### src/tcw_pkg.sv
`timescale 1ns / 1ps
// ----------------------------------------------------------------------------
// Text console writer package
// Screen geometry, command and operation codes, and the queue entry type.
// ----------------------------------------------------------------------------
package tcw_pkg;

	localparam int COLUMNS = 80;
	localparam int ROWS    = 25;
	localparam int CELLS   = COLUMNS * ROWS;

	localparam int ADDR_W = $clog2(CELLS);
	localparam int CUR_W  = $clog2(CELLS + 1);
	localparam int ROW_W  = $clog2(ROWS + 1);
	localparam int COL_W  = $clog2(COLUMNS);

	localparam int QUEUE_DEPTH = 2;

	localparam logic [7:0] BLANK_CHAR = 8'h20;
	localparam logic [7:0] RESET_ATTR = 8'h07;
	localparam logic [7:0] NEWLINE    = 8'd10;

	localparam logic [2:0] CMD_PUT       = 3'd0;
	localparam logic [2:0] CMD_BACKSPACE = 3'd1;
	localparam logic [2:0] CMD_CLEAR     = 3'd2;
	localparam logic [2:0] CMD_GOTO      = 3'd3;
	localparam logic [2:0] CMD_SAVE      = 3'd4;
	localparam logic [2:0] CMD_RESTORE   = 3'd5;
	localparam logic [2:0] CMD_READ      = 3'd6;

	localparam logic [3:0] OP_NOP       = 4'd0;
	localparam logic [3:0] OP_PUT_CHAR  = 4'd1;
	localparam logic [3:0] OP_NEWLINE   = 4'd2;
	localparam logic [3:0] OP_BACKSPACE = 4'd3;
	localparam logic [3:0] OP_CLEAR     = 4'd4;
	localparam logic [3:0] OP_GOTO      = 4'd5;
	localparam logic [3:0] OP_SAVE      = 4'd6;
	localparam logic [3:0] OP_RESTORE   = 4'd7;
	localparam logic [3:0] OP_READ      = 4'd8;

	typedef struct packed {
		logic [3:0]        op;
		logic [7:0]        char_code;
		logic [ROW_W-1:0]  row;
		logic [ADDR_W-1:0] addr;
	} tcw_item_t;

endpackage

### src/tcw_front.sv
`timescale 1ns / 1ps
// ----------------------------------------------------------------------------
// Text console writer front end
// Accepts commands, decodes them into operations and clamps the goto row.
// ----------------------------------------------------------------------------
module tcw_front
	import tcw_pkg::*;
(
	input  logic        start,
	input  logic        busy,
	input  logic [2:0]  command,
	input  logic [7:0]  char_code,
	input  logic [4:0]  row,
	input  logic [10:0] read_address,
	output logic        push,
	output tcw_item_t   item
);

	assign push = start && !busy;

	always_comb begin
		item.op        = OP_NOP;
		item.char_code = char_code;
		item.addr      = ADDR_W'(read_address);
		if (int'(row) >= ROWS) begin
			item.row = ROW_W'(ROWS);
		end else begin
			item.row = ROW_W'(row);
		end
		unique case (command)
			CMD_PUT: begin
				item.op = (char_code == NEWLINE) ? OP_NEWLINE : OP_PUT_CHAR;
			end
			CMD_BACKSPACE: item.op = OP_BACKSPACE;
			CMD_CLEAR:     item.op = OP_CLEAR;
			CMD_GOTO:      item.op = OP_GOTO;
			CMD_SAVE:      item.op = OP_SAVE;
			CMD_RESTORE:   item.op = OP_RESTORE;
			CMD_READ: begin
				item.op = (int'(read_address) < CELLS) ? OP_READ : OP_NOP;
			end
			default:       item.op = OP_NOP;
		endcase
	end

endmodule

### config.mk
export PLATFORM = sky130hd
export DESIGN_NAME = tcw_front
export DESIGN_NICKNAME = d
export VERILOG_FILES = /design/src/tcw_pkg.sv /design/src/tcw_front.sv
export SDC_FILE = /design/constraint.sdc
export NUM_CORES = 1
export LEC_CHECK = 0
export ABC_CLOCK_PERIOD_IN_PS = 4500
export BUFFER_PORTS_ARGS = -buffer_cell sky130_fd_sc_hd__buf_2
export CORE_AREA = 2 2 39 41
export DETAILED_ROUTE_END_ITERATION = 10
export DIE_AREA = 0 0 41 43
export GPL_ROUTABILITY_DRIVEN = 0
export PLACE_DENSITY = 0.82
export SYNTH_ARGS = -nofsm -noshare
export SYNTH_HDL_FRONTEND = slang
export SYNTH_SLANG_ARGS = --single-unit
### constraint.sdc
create_clock -name vclk -period 4.5
set_input_delay 1.35 -clock vclk [all_inputs]
set_output_delay 1.35 -clock vclk [all_outputs]
set_load 0.005 [all_outputs]
==> impl_metrics.py <==
metrics = {
    "critical_path": {
        "worstPathArrival_ns": 2.34,
        "endpoint_kind": "output pin",
        "cp_max_fo": 2,
        "start_kind": "input pin",
        "critPathKind": "in2out",
        "required_ns": 3.15,
    },
    "timing": {
        "hold_viol": 0,
        "finalSetupViolCount": 0,
        "grt_setup_unrepaired": "false",
        "finalMaxSlewViolations": 0,
        "clock.fmax_mhz": 271,
        "slew-limit-headroom": 0.852,
        "post-route-period-util": 0.821,
        "tightest_slew_ns": 0.219,
        "tns_ns": 0,
        "fin_crit_ns": 3.69,
    },
    "yosys": {
        "ys_types": 19,
        "synthTopCellsByCount": "buf_4 (19), inv_1 (3)",
        "netlist_instances": 43,
        "synth.most_common_cell": "buf_4",
        "synth_top_area_share": 0.475,
        "synth_compound_area_frac": 0.167,
        "ys_warn_count": 0,
        "synth_area_leader_cell": "buf_4",
        "netlist_area_um2": 300,
        "synth_top_family_by_area": "buffers and inverters",
        "synthMuxAreaShare": 0,
        "syn-num-nets": 73,
        "synth_area_per_cell_um2": 6.98,
        "ys_top_cells_by_area": "buf_4 (48%), nand4bb_2 (5.4%), and2_1 (4.2%)",
        "ys_seq_area_frac": 0,
        "synth-simple-area-share": 0.254,
        "synth_adder_area_share": 0.0417,
        "synth-xor-area-share": 0,
    },
    "run_status": {
        "status": "finished clean",
    },
    "hold_path": {
        "hold_start": "read_address[1]",
        "min_path_cells": 0,
        "hp-class": "in2out",
        "hold-path-endpoint": "item[1]",
    },
    "layout": {
        "utilization": 0.304,
        "insertedDiodeCount": 0,
        "nClkBuffers": 0,
        "fillerInstances": 165,
        "drive_gt1_frac": 0.750,
        "final_cells": 88,
        "flops_and_latches": 0,
        "syn_to_final_growth_pct": 40.0,
        "nNetsFinal": 104,
        "seq_area_um2": 0,
    },
    "drt": {
        "viasPerCell": 4.06,
        "vias": 357,
        "drt-total-wl_um": 704,
        "drcViolationCount": 0,
        "drt-wirelength-per-cell_um": 8.00,
        "first_pass_iters": 1,
        "first_iter_violations": 0,
        "ant_nets": 0,
    },
    "floorplan": {
        "die_w_um": 41,
        "ios": 58,
        "core_um2": 1380,
        "die_area_um2": 1760,
        "initial_core_util": 0.217,
        "fp.dieH_um": 43,
        "rows": 14,
    },
    "grt": {
        "grt_pass1_vias": 300,
        "gr-total-overflow": 0,
        "antenna_found_initial": 0,
        "track_usage": 0.0759,
        "grt_max_degree": 6,
        "grt_pass1_wl_um": 1030,
    },
    "placement": {
        "portBuffers": 50,
        "dp.cells": 88,
    },
    "power": {
        "vdd_drop_max_mv": 0.0191,
        "power.leakage_nw": 0.257,
        "powerDensity_nw_per_um2": 84.6,
    },
    "clock_network": {
        "cts_setup_buffers": 0,
        "cts.repair.resized": 0,
        "cts_hold_repair.buffers": 0,
    },
    "flow_run": {
        "maxCapViolCount": 0,
    },
}
worst max path at each step:
stage / startpoint / to / slack, ns
final: char_code[5] / item[25] / 0.81
after global routing: char_code[5] / item[25] / 0.76
after CTS: char_code[5] / item[25] / 0.79
after detailed placement: char_code[5] / item[25] / 0.80
after global placement: char_code[5] / item[25] / 0.81
after floorplan: char_code[5] / item[25] / 1.03
critical path, stage by stage:
cell	delay [ns]
buf_2	0.10
or4_4	0.52
nor2_2	0.14
o31a_1	0.12
buf_2	0.10
layout make-up:
class / count / area (um2) / area share
inverter: 3 / 11.3 / 0.0268
multi-input combinational: 19 / 139 / 0.330
tap: 16 / 20.0 / 0.0476
timing repair buffer: 50 / 250 / 0.595
cell families after synthesis:
family,after synthesis
fa+ha+maj,1
compound gates,7
buf+inv,24
simple gates,11
layer usage:
metal | track usage | wire length, um | up-vias
met2 | 0.166 | 427 | 23
met5 | 0 | 0 | -
met3 | 0 | 81 | 0
li1 | - | - | 186
met4 | 0 | 0 | 0
met1 | 0.0728 | 195 | 148
stage by stage:
step                hold slack (ns)  setup slack (ns)  area, um2  power [W]
finish                         2.70             0.806        420  0.0000356
global route                   2.70             0.763        420  0.0000405
CTS                            2.70             0.795        420  0.0000362
detailed placement             2.70             0.799        420  0.0000361
global placement               2.70             0.809        420  0.0000348
floorplan                      2.73              1.03        300  0.0000233
layout by cell type, fill, tap and decap left out, drive strengths merged:
cell     synthesis  routed
buf             19      50
nand4            1       1
o31ai            1       1
ha               1       1
nor2             3       3
or4              1       1
nand2            1       1
o21ai            2       2
o21bai           1       1
inv              3       3
nor2b            1       1
and2             2       2
nor4             1       1
o31a             1       1
a31oi            1       1
o21ba            1       1
nand4bb          1       1
report_power, final:
group / switching, W / internal (W) / total, W / leakage [nW]
sequential: 0 / 0 / 0 / 0
clock: 0 / 0 / 0 / 0
combinational: 0.0000146 / 0.0000210 / 0.0000356 / 0.257
(Power assumes the default switching activity.)
