$ cat config.mk
export PLATFORM = sky130hd
export DESIGN_NAME = tcw_queue
export DESIGN_NICKNAME = d
export VERILOG_FILES = /design/src/tcw_pkg.sv /design/src/tcw_queue.sv
export SDC_FILE = /design/constraint.sdc
export NUM_CORES = 1
export LEC_CHECK = 0
export BUFFER_PORTS_ARGS = -buffer_cell sky130_fd_sc_hd__buf_2
export CELL_PAD_IN_SITES_DETAIL_PLACEMENT = 0
export CELL_PAD_IN_SITES_GLOBAL_PLACEMENT = 1
export CORE_MARGIN = 2
export CORE_UTILIZATION = 30
export CTS_CLUSTER_SIZE = 25
export DETAILED_ROUTE_END_ITERATION = 8
export PLACE_DENSITY_LB_ADDON = 0.25
export SLEW_MARGIN = 5
export SYNTH_ARGS = -nofsm -noshare
export SYNTH_HDL_FRONTEND = slang
export SYNTH_SLANG_ARGS = --single-unit
$ cat constraint.sdc
create_clock -name clk -period 2.9 [get_ports clk]
set_input_delay 0 -clock clk [delete_from_list [all_inputs] [get_ports clk]]
set_output_delay 0 -clock clk [all_outputs]
set_load 0.03 [all_outputs]
$ cat src/tcw_pkg.sv
`timescale 1ns / 1ps
// ----------------------------------------------------------------------------
// Text console writer package
// Screen geometry, command and operation codes, and the queue entry type.
// ----------------------------------------------------------------------------
package tcw_pkg;

	localparam int COLUMNS = 80;
	localparam int ROWS    = 25;
	localparam int CELLS   = COLUMNS * ROWS;

	localparam int ADDR_W = $clog2(CELLS);
	localparam int CUR_W  = $clog2(CELLS + 1);
	localparam int ROW_W  = $clog2(ROWS + 1);
	localparam int COL_W  = $clog2(COLUMNS);

	localparam int QUEUE_DEPTH = 2;

	localparam logic [7:0] BLANK_CHAR = 8'h20;
	localparam logic [7:0] RESET_ATTR = 8'h07;
	localparam logic [7:0] NEWLINE    = 8'd10;

	localparam logic [2:0] CMD_PUT       = 3'd0;
	localparam logic [2:0] CMD_BACKSPACE = 3'd1;
	localparam logic [2:0] CMD_CLEAR     = 3'd2;
	localparam logic [2:0] CMD_GOTO      = 3'd3;
	localparam logic [2:0] CMD_SAVE      = 3'd4;
	localparam logic [2:0] CMD_RESTORE   = 3'd5;
	localparam logic [2:0] CMD_READ      = 3'd6;

	localparam logic [3:0] OP_NOP       = 4'd0;
	localparam logic [3:0] OP_PUT_CHAR  = 4'd1;
	localparam logic [3:0] OP_NEWLINE   = 4'd2;
	localparam logic [3:0] OP_BACKSPACE = 4'd3;
	localparam logic [3:0] OP_CLEAR     = 4'd4;
	localparam logic [3:0] OP_GOTO      = 4'd5;
	localparam logic [3:0] OP_SAVE      = 4'd6;
	localparam logic [3:0] OP_RESTORE   = 4'd7;
	localparam logic [3:0] OP_READ      = 4'd8;

	typedef struct packed {
		logic [3:0]        op;
		logic [7:0]        char_code;
		logic [ROW_W-1:0]  row;
		logic [ADDR_W-1:0] addr;
	} tcw_item_t;

endpackage

$ cat src/tcw_queue.sv
`timescale 1ns / 1ps
// ----------------------------------------------------------------------------
// Text console writer command queue
// Short first-in first-out buffer between the front end and the engine.
// ----------------------------------------------------------------------------
module tcw_queue
	import tcw_pkg::*;
(
	input  logic      clk,
	input  logic      arst_n,
	input  logic      push,
	input  tcw_item_t push_item,
	input  logic      pop,
	output tcw_item_t head,
	output logic      empty,
	output logic      full
);

	localparam int PTR_W = (QUEUE_DEPTH > 1) ? $clog2(QUEUE_DEPTH) : 1;
	localparam int CNT_W = $clog2(QUEUE_DEPTH + 1);

	tcw_item_t          entry_q [QUEUE_DEPTH];
	logic [PTR_W-1:0]   wr_ptr_q;
	logic [PTR_W-1:0]   rd_ptr_q;
	logic [CNT_W-1:0]   count_q;

	assign empty = (count_q == '0);
	assign full  = (count_q == CNT_W'(QUEUE_DEPTH));
	assign head  = entry_q[rd_ptr_q];

	always_ff @(posedge clk) begin
		if (push) begin
			entry_q[wr_ptr_q] <= push_item;
		end
	end

	always_ff @(posedge clk or negedge arst_n) begin
		if (!arst_n) begin
			wr_ptr_q <= '0;
			rd_ptr_q <= '0;
			count_q  <= '0;
		end else begin
			if (push) begin
				wr_ptr_q <= (int'(wr_ptr_q) == QUEUE_DEPTH - 1) ? '0 : wr_ptr_q + 1'b1;
			end
			if (pop) begin
				rd_ptr_q <= (int'(rd_ptr_q) == QUEUE_DEPTH - 1) ? '0 : rd_ptr_q + 1'b1;
			end
			if (push && !pop) begin
				count_q <= count_q + 1'b1;
			end else if (pop && !push) begin
				count_q <= count_q - 1'b1;
			end
		end
	end

endmodule

==> impl_metrics.csv, run 1 <==
group,metric,value,unit
yosys,synth_seq_cells,60,
power,p_total,2.86,mW
yosys,synthesis.area,2250,µm²
place,pre_cts_ws,1.56,ns
drt,drc,0,
sta,fin_tns_setup,0,ns
sta,rsz0062_at_grt,"false",
sta,worst_slew_pin_slew,0.432,ns
cts,post_cts_buffers,0,
power,power_frac_clock,19.6,%
finish,antenna_cells,0,
setup_path,critPathKind,"reg -> out",
floorplan,rows,31,
cts,cts_resized,0,
drt,wl_per_cell,12.0,µm
cts,root_buffer,"clkbuf_8",
floorplan,die_x,90.7,µm
drt,dr.pass1.iters,3,
sta,finalHoldViolCount,0,
floorplan,dieArea,8220,µm²
yosys,syn_nets,136,
floorplan,ios,62,
finish,nFillCells,668,
sta,fin_crit,1.65,ns
sta,max_freq,0.607,GHz
drt,vias,1230,
cts,clock_latency,0.32,ns
cts,cts_tree,"done",
yosys,async_reset_ff_share,6.67,%
finish,utilization,43.2,%
global_routing,grt-ovfl-total,0,
power,power_frac_seq,42.3,%
global_routing,grt_usage,9.89,%
sta,clock_skew,0.00509,ns
yosys,yosysTopAreaCell,"edfxtp_1",
global_routing,grt_pass1_vias,1339,
power,power.leakage,1.23,nW
global_routing,antenna_found_initial,0,
cts,htree_levels,3,
global_routing,grt_pass1_wl,6.15,mm
finish,areaGrowthSynthToFinish,38.8,%
setup_path,cp_data_required_time,2.90,ns
yosys,synthTopCellsByArea,"edfxtp_1 75%, mux2_2 9.0%, mux2_4 6.7%",
place,dp_hpwl,2.28,mm
yosys,ys.flop_type,"edfxtp_1",
drt,drt-total-wl,3.70,mm
setup_path,r2r_start,"wr_ptr_q",
cts,cts_buffers,9,
run,max_cap_violations,0,
setup_path,cp-end-kind,"output port",
yosys,syn-mean-instance-area,21.9,µm²
yosys,yosysSeqAreaShare,79.0,%
yosys,synth_enable_flop_cells,56,
cts,cts_buffer_depth,2,
setup_path,crit_fanout,28,
yosys,syn_inst,103,
setup_path,arrival,1.65,ns
power,p_sw_share,34.9,%
finish,finalNonFillerCells,308,
sta,worst_slack,1.25,ns
status,status,"finished, final reports clean",
global_routing,grt_max_degree,29,
finish,nNetsFinal,239,
cts,clkSlewWorstSetupHoldPaths,0.06,ns
power,powerDensity,914,nW/µm²
sta,fin_crit_sh,56.8,%
cts,cts_sinks,60,
setup_path,startpoint,"rd_ptr_q",
cts,cts_hold_buffers,31,
drt,antenna_left,0,
drt,routed_via_density,3.99,
floorplan,die_y,90.7,µm
place,gp_congestion,0.646,
power,netSwitchingPower,0.999,mW
power,ir_worst_vdd,0.311,mV
place,post-place-cells,263,
yosys,yosysUniqueCellTypes,14,
sta,setup_viol,0,
setup_path,start_kind,"flip-flop",
yosys,ys_warn_count,0,
sta,slew_headroom,71.2,%
drt,drt_iter0_drc,64,
power,p_int,1.86,mW
floorplan,coreArea,7250,µm²
sta,final-max-slew-violation-count,0,
yosys,yosysMostFrequentCell,"edfxtp_1",
yosys,netlist_top_cells_count,"56 x edfxtp_1, 18 x mux2_2, 10 x mux2_4",
yosys,synth_top_area_share,74.6,%
power,p_comb_share,38.1,%
place,io_buffer_count,61,
finish,drive_gt1_share,49.8,%
min_path,hold_path.class,"in -> async",
floorplan,initial_core_util,31.1,%
placed cells by master, fill, tap and decap left out:
cell and n:
xor2_1 4, edfxtp_1 56, nor2_1 2, ha_1 1, mux2_4 10, xnor2_1 1, dlygate4sd3_1 31, buf_4 3
nor2b_1 1, clkinv_1 3, mux2_2 18, and2_1 1, inv_1 1, clkbuf_8 9, dfrtp_1 4, buf_2 61
clkinv_2 2, nor2b_2 1
critical path: stages (launching register included):
cell,delay (ns)
dfrtp_1,0.36
buf_4,0.40
mux2_2,0.39
buf_2,0.18
power groups by stage:
stage	clock network (mW)	registers, mW	logic (mW)
2_1_floorplan	0	1.22	0.844
3_3_place_gp	0	1.22	1.08
3_5_place_dp	0	1.23	1.08
4_1_cts	0.591	1.21	1.12
5_1_grt	0.628	1.23	1.17
6_report	0.562	1.21	1.09
cell type report:
class | count | area, µm² | area share [%]
repair buffers | 95 | 638 | 20.4
inverters | 1 | 3.75 | 0.120
multi-input cells | 39 | 438 | 14.0
flip-flops and latches | 60 | 1780 | 56.9
clock inverters | 5 | 21.3 | 0.679
well taps | 99 | 124 | 3.96
clock buffers | 9 | 124 | 3.96
cell families (layout without fill, tap and decap cells):
| kind of cell | count (synthesis) | after routing | synth area share, % |
|---|---|---|---|
| fa+ha+maj | 1 | 1 | 0.555 |
| simple gates | 5 | 5 | 1.17 |
| mux | 28 | 28 | 15.6 |
| xor+xnor | 5 | 5 | 1.94 |
| buf+inv | 4 | 110 | 1.66 |
| flops | 60 | 60 | 79.0 |
worst paths after layout:
| path | endpoint | slack [ns] | cells after the start |
|---|---|---|---|
| setup / recovery | head[2] | 1.25 | 3 |
| min in group clk | entry_q[1][9] | 0.40 | 2 |
| hold reg to reg | rd_ptr_q | 0.47 | 1 |
| max in group asynchronous | rd_ptr_q | 2.76 | 2 |
| setup reg to reg | entry_q[0][16] | 1.69 | 2 |
| hold / removal | count_q[1] | 0.02 | 2 |
metrics by stage:
stage          hold WS [ns]  instance area [µm²]
6_report             0.0235                 3130
3_5_place_dp         -0.187                 2680
2_1_floorplan        -0.296                 2250
3_3_place_gp         -0.194                 2680
5_1_grt              0.0115                 3130
4_1_cts             0.00382                 3130
routing by layer:
| metal | global-route usage [%] | up-vias | share of wire, % |
|---|---|---|---|
| met4 | 5.38 | 0 | 2.3 |
| li1 | - | 600 | - |
| met2 | 15.7 | 47 | 48 |
| met3 | 4.09 | 10 | 6.3 |
| met1 | 11.3 | 573 | 44 |
| met5 | 0 | - | 0 |
flip-flops by register name, indices dropped and copies added (netlist names):
| signal | flops |
|---|---|
| rd_ptr_q | 1 |
| entry_q | 56 |
| count_q | 2 |
| wr_ptr_q | 1 |
(Power assumes the default switching activity.)
==> run 2: changes to the inputs <==
--- a/config.mk
+++ b/config.mk
@@ -5,6 +5,7 @@
 export SDC_FILE = /design/constraint.sdc
 export NUM_CORES = 1
 export LEC_CHECK = 0
+export ABC_AREA = 1
 export BUFFER_PORTS_ARGS = -buffer_cell sky130_fd_sc_hd__buf_2
 export CELL_PAD_IN_SITES_DETAIL_PLACEMENT = 0
 export CELL_PAD_IN_SITES_GLOBAL_PLACEMENT = 1
==> constraint.sdc (replaced) <==
create_clock -name clk -period 1.4 [get_ports clk]
set_input_delay 0 -clock clk [delete_from_list [all_inputs] [get_ports clk]]
set_output_delay 0 -clock clk [all_outputs]
set_load 0.03 [all_outputs]
==> impl_metrics.csv, run 2 <==
group,metric,value,unit
cts,clkSlewWorstSetupHoldPaths,0.06,ns
floorplan,rows,31,
cts,clock_latency,0.34,ns
power,power.leakage,1.41,nW
place,pre_cts_ws,0.261,ns
sta,fin_crit,1.44,ns
yosys,synthTopCellsByArea,"edfxtp_1 74%, mux2_2 8.9%, mux2_4 6.6%",
floorplan,dieArea,8290,µm²
yosys,syn-mean-instance-area,20.3,µm²
finish,fin_area,3490,µm²
yosys,ys.flop_type,"edfxtp_1",
drt,routed_via_density,4.09,
drt,drt-total-wl,4.39,mm
power,p_total,7.04,mW
finish,top_regs,"entry_q (56), count_q (2)",
yosys,ys_warn_count,0,
yosys,yosysTopAreaCell,"edfxtp_1",
status,status,"finished, violations left",
min_path,hold_path.class,"in -> reg",
finish,layout_common_cells,"56 x edfxtp_1, 33 x buf_2, 32 x dlygate4sd3_1",
sta,hold_ws,0.390,ns
sta,slew_headroom,86.1,%
finish,nFillCells,663,
place,gp_congestion,0.605,
status,failed_checks,"setup timing",
yosys,synth_enable_flop_cells,56,
floorplan,die_x,91.1,µm
setup_path,critPathKind,"reg -> out",
sta,fin_crit_sh,103,%
sta,rsz0062_at_grt,"true",
floorplan,die_y,91.1,µm
global_routing,grt_pass1_vias,1469,
sta,finalHoldViolCount,0,
global_routing,grt_usage,11.4,%
setup_path,arrival,1.44,ns
yosys,synth_seq_cells,60,
floorplan,ios,62,
floorplan,coreArea,7290,µm²
place,placed_area,2760,µm²
setup_path,crit_family,"flip-flops",
setup_path,cp_data_required_time,1.40,ns
drt,drt_iter0_drc,60,
yosys,synth_top_area_share,73.9,%
drt,antenna_left,0,
global_routing,antenna_found_initial,0,
setup_path,crit_buf_inv,2,
sta,worst_slew_pin_slew,0.208,ns
run,max_cap_violations,0,
cts,cts_sinks,60,
setup_path,cp-end-kind,"output port",
power,powerDensity,2020,nW/µm²
yosys,async_reset_ff_share,6.67,%
cts,cts_buffer_depth,2,
sta,clock_skew,0.0114,ns
floorplan,initial_core_util,31.2,%
finish,multi_input_area,459,µm²
setup_path,start_kind,"flip-flop",
cts,htree_levels,3,
yosys,syn_inst,112,
power,ir_worst_vdd,0.823,mV
setup_path,max_stage_delay,0.47,ns
finish,layout_commonest_cell,"edfxtp_1",
cts,root_buffer,"clkbuf_8",
setup_path,critical-path-slowest-cell,"dfrtp_2",
finish,drive_gt1_share,50.2,%
sta,final-max-slew-violation-count,0,
finish,largest_reg_flops,56,
sta,setup_viol,27,
place,dp_hpwl,2.93,mm
sta,worst_slack,-0.0430,ns
finish,finalNonFillerCells,324,
setup_path,path_cells,"clkbuf_16 > mux2_4 > buf_6",
drt,vias,1326,
yosys,yosysMostFrequentCell,"edfxtp_1",
finish,nNetsFinal,254,
yosys,synthesis.area,2270,µm²
drt,wl_per_cell,13.6,µm
finish,areaGrowthSynthToFinish,53.5,%
drt,dr.pass1.iters,3,
cts,cts_buffers,9,
yosys,yosysSeqAreaShare,78.3,%
yosys,syn_nets,145,
finish,seq_area,1780,µm²
place,io_buffer_count,61,
global_routing,grt_pass1_wl,7.01,mm
finish,regMostFlops,"entry_q",
yosys,netlist_top_cells_count,"56 x edfxtp_1, 18 x mux2_2, 10 x mux2_4",
global_routing,grt_max_degree,23,
place,post-place-cells,275,
cts,cts_tree,"done",
sta,max_freq,0.693,GHz
drt,drc,0,
yosys,yosysUniqueCellTypes,15,
setup_path,crit_fanout,11,
global_routing,grt-ovfl-total,0,
finish,antenna_cells,0,
run 2: changes by cell type after synthesis:
cell,previous run,this run
inv_1,1,7
nand3_1,0,1
nor2_1,2,3
nand4_1,0,1
nand2_1,0,5
xor2_1,4,2
and2_1,1,0
nor2b_1,2,0
run 2: cell type report:
cell class,instances,area share (%)
clock buffer,9,3.55
tap,99,3.55
timing repair buffer,101,26.3
multi-input combinational,42,13.1
clock inverter,6,1.61
inverter,7,0.752
sequential,60,51.1
run 2: power by group:
part	total, mW	switching, mW	internal [mW]	leakage (nW)
clock	1.42	0.629	0.795	0.0923
sequential	2.55	0.158	2.39	0.572
combinational	3.06	1.55	1.51	0.747
run 2: cells by family after synthesis:
kind of cell / synth area share [%]
multiplexers: 15.5
XOR/XNOR: 1.16
AND/OR/NAND/NOR: 1.82
flip-flops: 78.3
buffers and inverters: 2.64
adder cells (fa/ha/maj): 0.550
run 2: metrics by stage:
stage                     utilization, %  setup TNS, ns
after floorplan                        -        -0.0705
after global placement              37.9              0
after detailed placement            37.9              0
after CTS                           46.0          -1.83
after global routing                47.9          -2.06
final                               47.9         -0.793
run 2: final timing paths:
kind / start / end / slack (ns) / cells after the start
max in group asynchronous: arst_n / rd_ptr_q / 0.64 / 3
max: rd_ptr_q / head[26] / -0.04 / 3
max reg2reg: rd_ptr_q / rd_ptr_q / 0.32 / 3
min in group asynchronous: arst_n / count_q[0] / 0.57 / 3
min: push_item[27] / entry_q[1][27] / 0.39 / 2
min reg2reg: count_q[1] / count_q[1] / 0.53 / 2
run 2: metal layers:
layer | global-route usage [%] | vias to the layer above | wire, µm
li1 | - | 639 | -
met1 | 12.3 | 630 | 1860
met2 | 19.3 | 46 | 2180
met3 | 3.49 | 11 | 234
met4 | 7.20 | 0 | 117
met5 | 0 | - | 0
run 2: repair_timing:
item	4_1_cts	5_1_grt
setup buffers	0	1
pin swaps	0	0
endpoints found under the hold margin	62	0
gates cloned	0	1
resized for setup	32	38
hold buffers	32	0
endpoints found under the setup margin	28	28
